`config.mk`:
```
export PLATFORM = sky130hd
export DESIGN_NAME = fms_front
export DESIGN_NICKNAME = d
export VERILOG_FILES = /design/src/sv/fms_pkg.sv /design/src/sv/fms_front.sv
export SDC_FILE = /design/constraint.sdc
export NUM_CORES = 1
export LEC_CHECK = 0
export ABC_CLOCK_PERIOD_IN_PS = 7000
export BUFFER_PORTS_ARGS = -buffer_cell sky130_fd_sc_hd__buf_4
export CAP_MARGIN = 20
export CORE_ASPECT_RATIO = 1.4
export CORE_MARGIN = 3
export CORE_UTILIZATION = 55
export CTS_BUF_LIST = sky130_fd_sc_hd__clkbuf_16
export DETAILED_ROUTE_END_ITERATION = 7
export MAX_ROUTING_LAYER = met4
export PLACE_DENSITY = 0.83
export SETUP_SLACK_MARGIN = 0.5
export SYNTH_ARGS = -nofsm -noshare
export SYNTH_HDL_FRONTEND = slang
export SYNTH_SLANG_ARGS = --single-unit
```
`constraint.sdc`:
```
create_clock -name clk -period 7 [get_ports clk]
set_clock_uncertainty 0.15 [all_clocks]
set_input_delay 0 -clock clk [delete_from_list [all_inputs] [get_ports clk]]
set_output_delay 0 -clock clk [all_outputs]
set_load 0.005 [all_outputs]
```
`src/sv/fms_pkg.sv`:
```
`timescale 1ns / 1ps
// ----------------------------------------------------------------------------
// fms_pkg
// Types, constants and the twiddle table of the FFT magnitude spectrum block.
// ----------------------------------------------------------------------------
package fms_pkg;

	localparam int MAX_LOG2 = 10;
	localparam int MAX_PTS  = 1 << MAX_LOG2;
	localparam int TW_HALF  = MAX_PTS / 2;
	localparam int SMP_W    = 16;
	localparam int TW_W     = 18;
	localparam int WK_W     = 28;
	localparam int MAG_W    = 26;
	localparam int SQ_W     = 2 * WK_W;
	localparam logic [63:0] TWO_PI_Q60 = 64'h6487ED5110B4611A;

	localparam logic ACT_LOAD = 1'b0;
	localparam logic ACT_READ = 1'b1;

	typedef struct packed {
		logic                    action;
		logic signed [SMP_W-1:0] sample;
		logic [MAX_LOG2-1:0]     bin_index;
	} item_t;

	typedef struct packed {
		logic [MAG_W-1:0] magnitude;
		logic             spectrum_valid;
	} result_t;

	typedef struct packed {
		logic  valid;
		item_t item;
	} q_if_t;

	typedef struct packed {
		logic signed [WK_W-1:0] re;
		logic signed [WK_W-1:0] im;
	} work_t;

	// cos and sin in Q31 of an angle of at most pi/4, returned as {cos, sin}
	function automatic logic [127:0] octant(input longint unsigned m);
		longint unsigned x;
		longint unsigned t;
		longint          cs;
		longint          sn;
		x  = ((TWO_PI_Q60 / 64'(MAX_PTS)) * m + (64'd1 << 28)) >> 29;
		t  = x;
		cs = 64'sd1 <<< 31;
		sn = longint'(x);
		for (int n = 2; n <= 15; n++) begin
			t = ((t * x) >> 31) / 64'(n);
			case (n % 4)
				0: cs = cs + longint'(t);
				1: sn = sn + longint'(t);
				2: cs = cs - longint'(t);
				default: sn = sn - longint'(t);
			endcase
		end
		return {cs, sn};
	endfunction

	function automatic logic [TW_W-1:0] to_tw(input longint q);
		longint v;
		longint hi;
		hi = (64'sd1 <<< (TW_W - 1)) - 1;
		v  = (q + (64'sd1 <<< (31 - TW_W))) >>> (32 - TW_W);
		if (v > hi) v = hi;
		if (v < -hi - 1) v = -hi - 1;
		return v[TW_W-1:0];
	endfunction

	// entry j holds {re, im} of the twiddle for angle 2*pi*j/MAX_PTS
	function automatic logic [TW_HALF*2*TW_W-1:0] build_tw();
		logic [TW_HALF*2*TW_W-1:0] acc;
		logic [127:0]              cs;
		longint unsigned           m;
		longint                    c;
		longint                    s;
		logic                      neg;
		acc = '0;
		for (int j = 0; j < TW_HALF; j++) begin
			m   = longint'(j);
			neg = 1'b0;
			if (j > MAX_PTS / 4) begin
				m   = longint'(TW_HALF - j);
				neg = 1'b1;
			end
			if (m <= longint'(MAX_PTS / 8)) begin
				cs = octant(m);
				c  = cs[127:64];
				s  = cs[63:0];
			end else begin
				cs = octant(longint'(MAX_PTS / 4) - m);
				s  = cs[127:64];
				c  = cs[63:0];
			end
			if (neg) c = -c;
			acc[j*2*TW_W +: 2*TW_W] = {to_tw(c), to_tw(-s)};
		end
		return acc;
	endfunction

	localparam logic [TW_HALF*2*TW_W-1:0] TW_ROM = build_tw();

endpackage

```
`src/sv/fms_front.sv`:
```
`timescale 1ns / 1ps
// ----------------------------------------------------------------------------
// fms_front
// Input side: accepts items into a two-entry queue toward the engine.
// ----------------------------------------------------------------------------
module fms_front (
	input  logic             clk,
	input  logic             arst_n,
	input  logic             item_valid,
	output logic             item_stall,
	input  fms_pkg::item_t   item,
	output fms_pkg::q_if_t   q,
	input  logic             take
);

	fms_pkg::item_t slot_q [2];
	logic [1:0]     cnt_q;
	logic           wp_q;
	logic           rp_q;
	logic           push;
	logic           pop;

	assign item_stall = (cnt_q == 2'd2);
	assign push       = item_valid && !item_stall;
	assign pop        = take && (cnt_q != 2'd0);
	assign q.valid    = (cnt_q != 2'd0);
	assign q.item     = slot_q[rp_q];

	always_ff @(posedge clk) begin
		if (push) slot_q[wp_q] <= item;
	end

	always_ff @(posedge clk or negedge arst_n) begin
		if (!arst_n) begin
			cnt_q <= 2'd0;
			wp_q  <= 1'b0;
			rp_q  <= 1'b0;
		end else begin
			if (push) wp_q <= !wp_q;
			if (pop) rp_q <= !rp_q;
			cnt_q <= cnt_q + 2'(push) - 2'(pop);
		end
	end

endmodule

```
==> impl_metrics.csv, run 1 <==
group,metric,value,unit
clock_network,cts_root_buffer,"clkbuf_16",
worst_setup_path,cp.arrival,1.95,ns
synthesis,yosys_warnings,0,
clock_network,path_clk_slew,0.05,ns
synthesis,synth_cells,102,
drt,first_pass_iters,3,
placement,gp_congestion,0.706,
global_routing,grt_use_met2,0.390,
synthesis,synth_area_leaders,"edfxtp_1, mux2_4, dfrtp_1",
clock_network,numCtsBuffers,9,
timing,setup_tns,0,ns
synthesis,ys_types,15,
synthesis,synthesis.nets,135,
synthesis,synth_area,0.00224,sq mm
floorplanning,die_h,81.4,microns
clock_network,insertion_delay,0.32,ns
power_and_ir_drop,p_leak,0.00139,uW
synthesis,netlist.area_leader.share,0.725,
synthesis,ys_ff_latch,58,
global_routing,grt_pass1_vias,1434,
power_and_ir_drop,vdd_ir_drop_max,0.446,mV
final_layout,layout-drive-gt1-share,0.510,
worst_setup_path,required,6.85,ns
timing,finalHoldViolCount,0,
timing,rsz0062_at_grt,"no",
placement,place_hpwl,2.70,mm
clock_network,cts_hold_buf,31,
timing,final_max_slew_viol_count,0,
floorplanning,die_w,59.9,microns
floorplanning,core_region_area,0.00377,sq mm
drt,routed_wl,4.92,mm
drt,dr.first_iter.drc_count,28,
clock_network,post_cts_buffers,0,
clock_network,cts_sinks,58,
global_routing,grt_antenna_before_repair,0,
final_layout,area_growth,50.9,%
final_layout,design_area,0.00337,sq mm
synthesis,ys_seq_area_frac,0.770,
timing,post-route-period-util,0.299,
global_routing,grt_util_met3,0.0676,
timing,final.min_clock_period,2.09,ns
global_routing,gr-usage-met1,0.223,
global_routing,grt_use_total,0.231,
run,maxCapViolCount,0,
drt,routed_via_density,5.16,
timing,fmax,477,MHz
floorplanning,rows,26,
drt,num_vias,1289,
synthesis,yosysTopAreaCell,"edfxtp_1",
synthesis,synth.avg_cell_area,21.9,sq um
worst_hold_path,min_path_type,"in2reg",
global_routing,gr-max-usage-layer,"met2",
clock_network,cts_max_level,3,
global_routing,grt_max_degree,28,
global_routing,grt_pass1_wl,7.22,mm
final_layout,nNetsFinal,236,
clock_network,cts_tree,"yes",
drt,drcViolationCount,0,
timing,tightest_slew,0.709,ns
worst_setup_path,cp_max_fo,18,
global_routing,grt_overflow,0,
drt,wire_per_inst,19.7,microns
timing,slew_headroom,0.527,
floorplanning,start_util,0.593,
final_layout,antenna_cells,0,
floorplanning,ioPinCount,60,
clock_network,cts_resized,0,
drt,drtAntennaViolNets,0,
worst_setup_path,critPathLaunchType,"flip-flop",
clock_network,cts_buffer_depth,2,
placement,placed_area,0.00273,sq mm
timing,setup_violations,0,
floorplanning,die_area,0.00488,sq mm
run_status,status,"completed",
worst_setup_path,crit_path_end_kind,"flip-flop",
placement,io_buffers,59,
power_and_ir_drop,power_density,425,mW/mm^2
worst_setup_path,critPathKind,"reg2reg",
[synthesized netlist by cell type]
cell and count:
xnor2_1 3, edfxtp_1 54, nand2b_1 1, mux2_4 19, and3_1 1, mux2_2 8
nand2_1 1, nor2_1 1, and2_4 1, xor2_1 1, ha_1 2, buf_6 3
or2_4 1, inv_1 2, dfrtp_1 4
[through the flow]
stage	instances	setup slack, ns	total power [uW]	hold WS, ns	utilization
5_1_grt	250	4.79	1490	0.249	0.894
3_5_place_dp	203	5.00	925	-0.346	0.723
4_1_cts	250	4.99	1430	0.248	0.894
2_1_floorplan	102	4.70	752	-0.446	-
3_3_place_gp	202	4.98	897	-0.353	0.719
6_report	250	4.91	1430	0.250	0.894
[placed cells by master, fill, tap and decap left out, drive strengths merged]
master        n
buf          62
edfxtp       54
dlygate4sd3  31
mux2         27
clkbuf        9
dfrtp         4
clkinv        4
xnor2         3
bufinv        3
inv           2
ha            2
or2           1
and2          1
nand2b        1
nand2         1
nor2          1
and3          1
xor2          1
[layout make-up]
cell class	instances	area, sq um
flip-flops and latches	58	1720
repair buffers	93	783
multi-input cells	39	475
fillers	148	400
clock buffers	9	225
clock inverters	7	108
well taps	42	52.6
inverters	2	7.51
[worst paths after layout]
check	start	endpoint	slack [ns]	cells past startpoint
worst max-delay path	cnt_q[0]	slot_q[0][0]	4.91	4
worst min-delay path	item[25]	slot_q[0][25]	0.25	2
worst max register to register	cnt_q[0]	slot_q[0][0]	4.91	4
worst min register to register	rp_q	rp_q	0.36	1
max in group asynchronous	arst_n	rp_q	6.09	3
min in group asynchronous	arst_n	wp_q	0.43	3
[metal layers]
layer	wire length, microns	part of all wire	up-vias
li1	-	-	594
met1	1770	0.36	618
met2	2670	0.54	58
met3	280	0.057	19
met4	194	0.039	0
met5	0	0	-
[critical path, stage by stage (launching register included)]
cell	delay, ns
dfrtp_1	0.39
nand2b_1	0.21
nand2_1	0.18
nor2_2	0.47
buf_4	0.36
[power by group]
group          switching (uW)  internal (uW)
clock network             143            343
registers                31.9            478
logic                     185            251
total                     360           1070
[state kept, by name (all words and copies together) (netlist names)]
register	cells
slot_q	54
rp_q	1
cnt_q	2
wp_q	1
[cell families after synthesis]
family                     after synthesis  synth area share
DFF                                     58             0.770
muxes                                   27             0.168
and+or+nand+nor                          6            0.0168
buffers and inverters                    5            0.0185
xor gates and xnor gates                 4            0.0157
adders and majority gates                2            0.0112
Note: power is estimated with default switching activity, not from simulation.
==> run 2: changes to the inputs <==
Settings changed: ABC_CLOCK_PERIOD_IN_PS 7000 to 1700, CORE_UTILIZATION 55 to 46, PLACE_DENSITY 0.83 to 0.74.
Clock period 7 ns to 1.7 ns, I/O delays scaled along.
==> impl_metrics.csv, run 2 (synthesized netlist as in run 1, its figures left out) <==
group,metric,value,unit
timing,final.min_clock_period,1.80,ns
final_layout,area_growth,68.2,%
global_routing,grt_pass1_wl,8.04,mm
global_routing,grt_use_total,0.215,
worst_setup_path,worst-r2r-setup-slack,-0.10,ns
timing,setup_violations,42,
final_layout,antenna_cells,0,
placement,gp_congestion,0.608,
timing,rsz0062_at_grt,"yes",
worst_setup_path,cp_top_family,"simple AND/OR/NAND/NOR gates",
final_layout,multi_input_area,574,sq um
drt,routed_via_density,4.95,
final_layout,fill_cells,224,
power_and_ir_drop,vdd_ir_drop_max,1.44,mV
clock_network,insertion_delay,0.32,ns
final_layout,regMostFlops,"slot_q",
floorplanning,rows,29,
timing,hold_ws,-0.0112,ns
timing,tightest_slew,0.366,ns
floorplanning,start_util,0.485,
timing,finalHoldViolCount,1,
timing,final_max_slew_viol_count,0,
placement,place_hpwl,2.65,mm
final_layout,fin_util,0.816,
worst_setup_path,cp_max_fo,2,
worst_setup_path,crit_path_end_kind,"flip-flop",
run_status,status,"finished, violations left",
clock_network,cts_root_buffer,"clkbuf_16",
floorplanning,die_w,64.9,microns
worst_hold_path,min_path_type,"in2reg",
global_routing,grt_overflow,0,
final_layout,seqCellArea,0.00172,sq mm
timing,setup_tns,-2.44,ns
final_layout,largest_reg_flops,54,
worst_setup_path,critPathLaunchType,"flip-flop",
floorplanning,ioPinCount,60,
worst_setup_path,max_stage_delay,0.39,ns
drt,num_vias,1446,
drt,dr.first_iter.drc_count,64,
global_routing,grt_antenna_before_repair,0,
timing,slew_headroom,0.756,
final_layout,mostFrequentLayoutCell,"buf_4",
final_layout,top_regs,"slot_q: 54 flops, cnt_q: 2 flops",
global_routing,grt_pass1_vias,1530,
drt,drtAntennaViolNets,0,
power_and_ir_drop,power_density,1790,mW/mm^2
floorplanning,die_area,0.00574,sq mm
worst_setup_path,crit_top_cell,"ha_4",
drt,first_pass_iters,5,
clock_network,cts_max_level,3,
run_status,violations,"negative hold slack, negative setup slack",
worst_setup_path,required,1.76,ns
floorplanning,die_h,88.5,microns
drt,wire_per_inst,19.4,microns
clock_network,cts_tree,"yes",
drt,drcViolationCount,0,
clock_network,path_clk_slew,0.05,ns
clock_network,numCtsBuffers,9,
timing,layout_setup_ws,-0.103,ns
power_and_ir_drop,p_leak,0.00156,uW
worst_setup_path,slowest_stage,"dfrtp_1",
clock_network,cts_sinks,58,
final_layout,nNetsFinal,258,
placement,placed_area,0.00283,sq mm
final_layout,mostFrequentLayoutCells,"buf_4, edfxtp_1, dlygate4sd3_1, mux2_4",
floorplanning,core_region_area,0.00461,sq mm
run,maxCapViolCount,0,
worst_setup_path,worst-path-buf-inv,1,
timing,fmax,554,MHz
worst_setup_path,path_cells,"or2_4, and2_4, ha_4, inv_2, ha_4, xnor2_2, xnor2_1",
global_routing,grt_max_degree,17,
drt,routed_wl,5.66,mm
clock_network,cts_buffer_depth,2,
placement,io_buffers,59,
final_layout,design_area,0.00376,sq mm
worst_setup_path,cp.arrival,1.86,ns
timing,post-route-period-util,1.06,
worst_setup_path,critPathKind,"reg2reg",
final_layout,layout-drive-gt1-share,0.609,
[run 2: changes by cell type in the layout (fill, tap and decap cells not counted), sizes merged]
cell	delta
and3	+3
buf	+20
clkbuf	+1
clkinv	-1
dlygate4sd3	-2
inv	+1
[run 2: report_power, final]
part	total, uW	internal, uW	switching, uW	leakage [uW]
registers	2130	1970	165	0.000548
logic	2610	1620	988	0.000840
clock network	2010	1410	594	0.000170
total	6750	5000	1750	0.00156
[run 2: area by class of cell]
type                    instances  area share
flip-flops and latches         58       0.458
multi-input cells              42       0.153
clock inverters                 7      0.0289
well taps                      62      0.0206
repair buffers                112       0.278
clock buffers                   9      0.0599
inverters                       2     0.00200
[run 2: repair_timing]
action	4_1_cts	5_1_grt
gates resized for setup	20	3
buffers inserted	10	4
pin swaps	5	3
hold buffers	29	0
endpoints found under the hold margin	60	0
gates cloned	5	1
endpoints found under the setup margin	86	87
[run 2: metrics by stage]
stage	cells	setup slack [ns]	total power, uW
global route	292	-0.152	6980
CTS	287	-0.0722	6550
floorplan	102	-0.0400	3160
global placement	227	-0.0128	3860
detailed placement	227	-0.0840	3950
finish	292	-0.103	6750
[run 2: worst reg2reg max path, stage by stage (launching register included)]
cell	delay, ns
dfrtp_1	0.39
or2_4	0.27
and2_4	0.16
ha_4	0.26
inv_2	0.04
ha_4	0.16
xnor2_2	0.13
xnor2_1	0.13
[run 2: worst paths after layout]
path,endpoint,from,depth (start not counted)
setup reg to reg,cnt_q[1],cnt_q[0],7
min in group asynchronous,cnt_q[0],arst_n,3
hold reg to reg,rp_q,rp_q,1
hold / removal,cnt_q[1],item_valid,4
setup / recovery,cnt_q[1],cnt_q[0],7
max in group asynchronous,rp_q,arst_n,3
[run 2: metal layers]
layer	vias to the layer above	wire [microns]	global-route usage
met5	-	0	-
met4	0	252	0.144
met3	20	304	0.0534
met2	61	3080	0.376
met1	718	2020	0.207
li1	647	-	-
==> run 3: changes to the inputs <==
Settings changed: ABC_CLOCK_PERIOD_IN_PS 1700 to 1550.
Clock period 1.7 ns to 1.55 ns, I/O delays scaled along.
==> impl_metrics.csv, run 3 (synthesized netlist as in run 1, its figures left out) <==
group,metric,value,unit
drt,first_pass_iters,4,
clock_network,numCtsBuffers,9,
run_status,violations,"negative hold slack, negative setup slack",
final_layout,top_regs,"slot_q: 54 flops, cnt_q: 2 flops",
power_and_ir_drop,power_density,1930,mW/mm^2
drt,routed_wl,5.86,mm
final_layout,area_growth,80.8,%
floorplanning,die_h,88.5,microns
placement,gp_congestion,0.610,
placement,io_buffers,59,
worst_hold_path,min_path_type,"in2reg",
drt,routed_via_density,4.72,
worst_setup_path,cp_max_fo,6,
timing,rsz0062_at_grt,"yes",
floorplanning,die_area,0.00574,sq mm
final_layout,largest_reg_flops,54,
worst_setup_path,crit_top_cell,"buf_6",
final_layout,fill_cells,186,
worst_setup_path,path_cells,"buf_6, buf_6, nand2b_4, nand2_4, buf_6, nor2_4, buf_6, buf_6, buf_12",
final_layout,layout-drive-gt1-share,0.631,
final_layout,nNetsFinal,269,
power_and_ir_drop,p_sw_frac,0.267,
worst_setup_path,required,1.43,ns
power_and_ir_drop,p_clk_frac,0.215,
drt,drtAntennaViolNets,0,
drt,drcViolationCount,0,
run,maxCapViolCount,0,
floorplanning,start_util,0.485,
global_routing,grt_pass1_vias,1623,
floorplanning,ioPinCount,60,
final_layout,mostFrequentLayoutCell,"edfxtp_1",
worst_setup_path,slowest_stage,"dfrtp_1",
worst_setup_path,critPathKind,"reg2reg",
power_and_ir_drop,combPwrFrac,0.488,
timing,hold_ws,-0.0210,ns
final_layout,regMostFlops,"slot_q",
worst_setup_path,max_stage_delay,0.38,ns
global_routing,grt_use_total,0.224,
worst_setup_path,critPathLaunchType,"flip-flop",
timing,finalHoldViolCount,1,
global_routing,grt_max_degree,11,
power_and_ir_drop,p_sw,2080,uW
floorplanning,die_w,64.9,microns
timing,setup_tns,-12.43,ns
timing,setup_violations,83,
drt,wire_per_inst,19.3,microns
floorplanning,core_region_area,0.00461,sq mm
clock_network,cts_hold_buf,29,
drt,num_vias,1430,
run_status,status,"finished, violations left",
drt,dr.first_iter.drc_count,50,
placement,place_ws,-0.206,ns
clock_network,cts_sinks,58,
clock_network,insertion_delay,0.32,ns
floorplanning,rows,29,
clock_network,cts_max_level,3,
power_and_ir_drop,vdd_ir_drop_max,1.60,mV
timing,slew_headroom,0.857,
worst_setup_path,crit_path_end_kind,"flip-flop",
power_and_ir_drop,p_int,5710,uW
timing,final.min_clock_period,1.81,ns
final_layout,mostFrequentLayoutCells,"edfxtp_1, buf_6, buf_4, dlygate4sd3_1, mux2_4",
timing,tightest_slew,0.214,ns
clock_network,cts_root_buffer,"clkbuf_16",
global_routing,grt_pass1_wl,8.58,mm
power_and_ir_drop,p_seq_frac,0.297,
worst_setup_path,cp.arrival,1.69,ns
timing,layout_setup_ws,-0.256,ns
timing,post-route-period-util,1.17,
clock_network,cts_tree,"yes",
global_routing,grt_overflow,0,
timing,fmax,554,MHz
power_and_ir_drop,p_leak,0.00167,uW
final_layout,antenna_cells,0,
placement,place_hpwl,2.65,mm
clock_network,path_clk_slew,0.05,ns
global_routing,grt_antenna_before_repair,0,
clock_network,cts_buffer_depth,2,
timing,final_max_slew_viol_count,0,
==> run 3: cell types whose count changed in the layout (fill, tap and decap cells not counted), sizes merged <==
cell / change
and3: -3
clkinvlp: +2
bufinv: -3
clkinv: +1
buf: +14
==> run 3: area by class of cell <==
class	count	area, sq um	share of cell area
sequential	58	1720	0.426
timing repair buffer	126	1420	0.351
multi-input combinational	39	552	0.136
clock buffer	9	225	0.0557
tap	62	77.6	0.0192
clock inverter	7	37.5	0.00929
inverter	2	10.0	0.00248
==> run 3: critical path: cells and delay by family (launching register included) <==
kind	cells	cell delay (ns)
and+or+nand+nor	3	0.32
buffers and inverters	6	0.66
DFF	1	0.38
==> run 3: power groups by stage <==
stage	clock network (uW)	logic (uW)	registers, uW
finish	1680	3800	2320
global route	1800	3980	2340
CTS	1710	3500	2300
detailed placement	0	2170	2320
global placement	0	2110	2300
floorplan	0	1220	2270
==> run 3: final timing paths <==
check                      startpoint      endpoint  slack [ns]  depth (start not counted)
min in group asynchronous      arst_n          wp_q        0.47                          3
max in group asynchronous      arst_n          rp_q        0.58                          3
hold / removal             item_valid      cnt_q[1]       -0.02                          4
hold reg to reg                  wp_q          wp_q        0.44                          1
setup reg to reg             cnt_q[0]  slot_q[0][0]       -0.26                          9
setup / recovery             cnt_q[0]  slot_q[0][0]       -0.26                          9
==> run 3: repair_timing <==
item	4_1_cts	5_1_grt
endpoints found under the hold margin	59	1
gates resized for setup	55	3
setup buffers	17	3
cloned	6	1
pin swaps	5	3
endpoints found under the setup margin	87	87
==> run 3: per-layer routing <==
layer	vias up	global-route usage	wire length (microns)	part of all wire
li1	661	-	-	-
met1	708	0.231	2040	0.35
met2	50	0.387	3420	0.58
met3	11	0.0673	265	0.045
met4	0	0.110	128	0.022
met5	-	-	0	0
==> run 3: metrics by stage <==
stage	util	hold WS, ns	cells	total power [uW]	area (sq um)
5_1_grt	0.877	-0.0146	303	8120	4040
4_1_cts	0.861	-0.0403	299	7510	3970
2_1_floorplan	-	-0.446	102	3500	2280
3_5_place_dp	0.630	-0.349	231	4490	2910
3_3_place_gp	0.630	-0.353	231	4410	2910
6_report	0.877	-0.0210	303	7790	4040
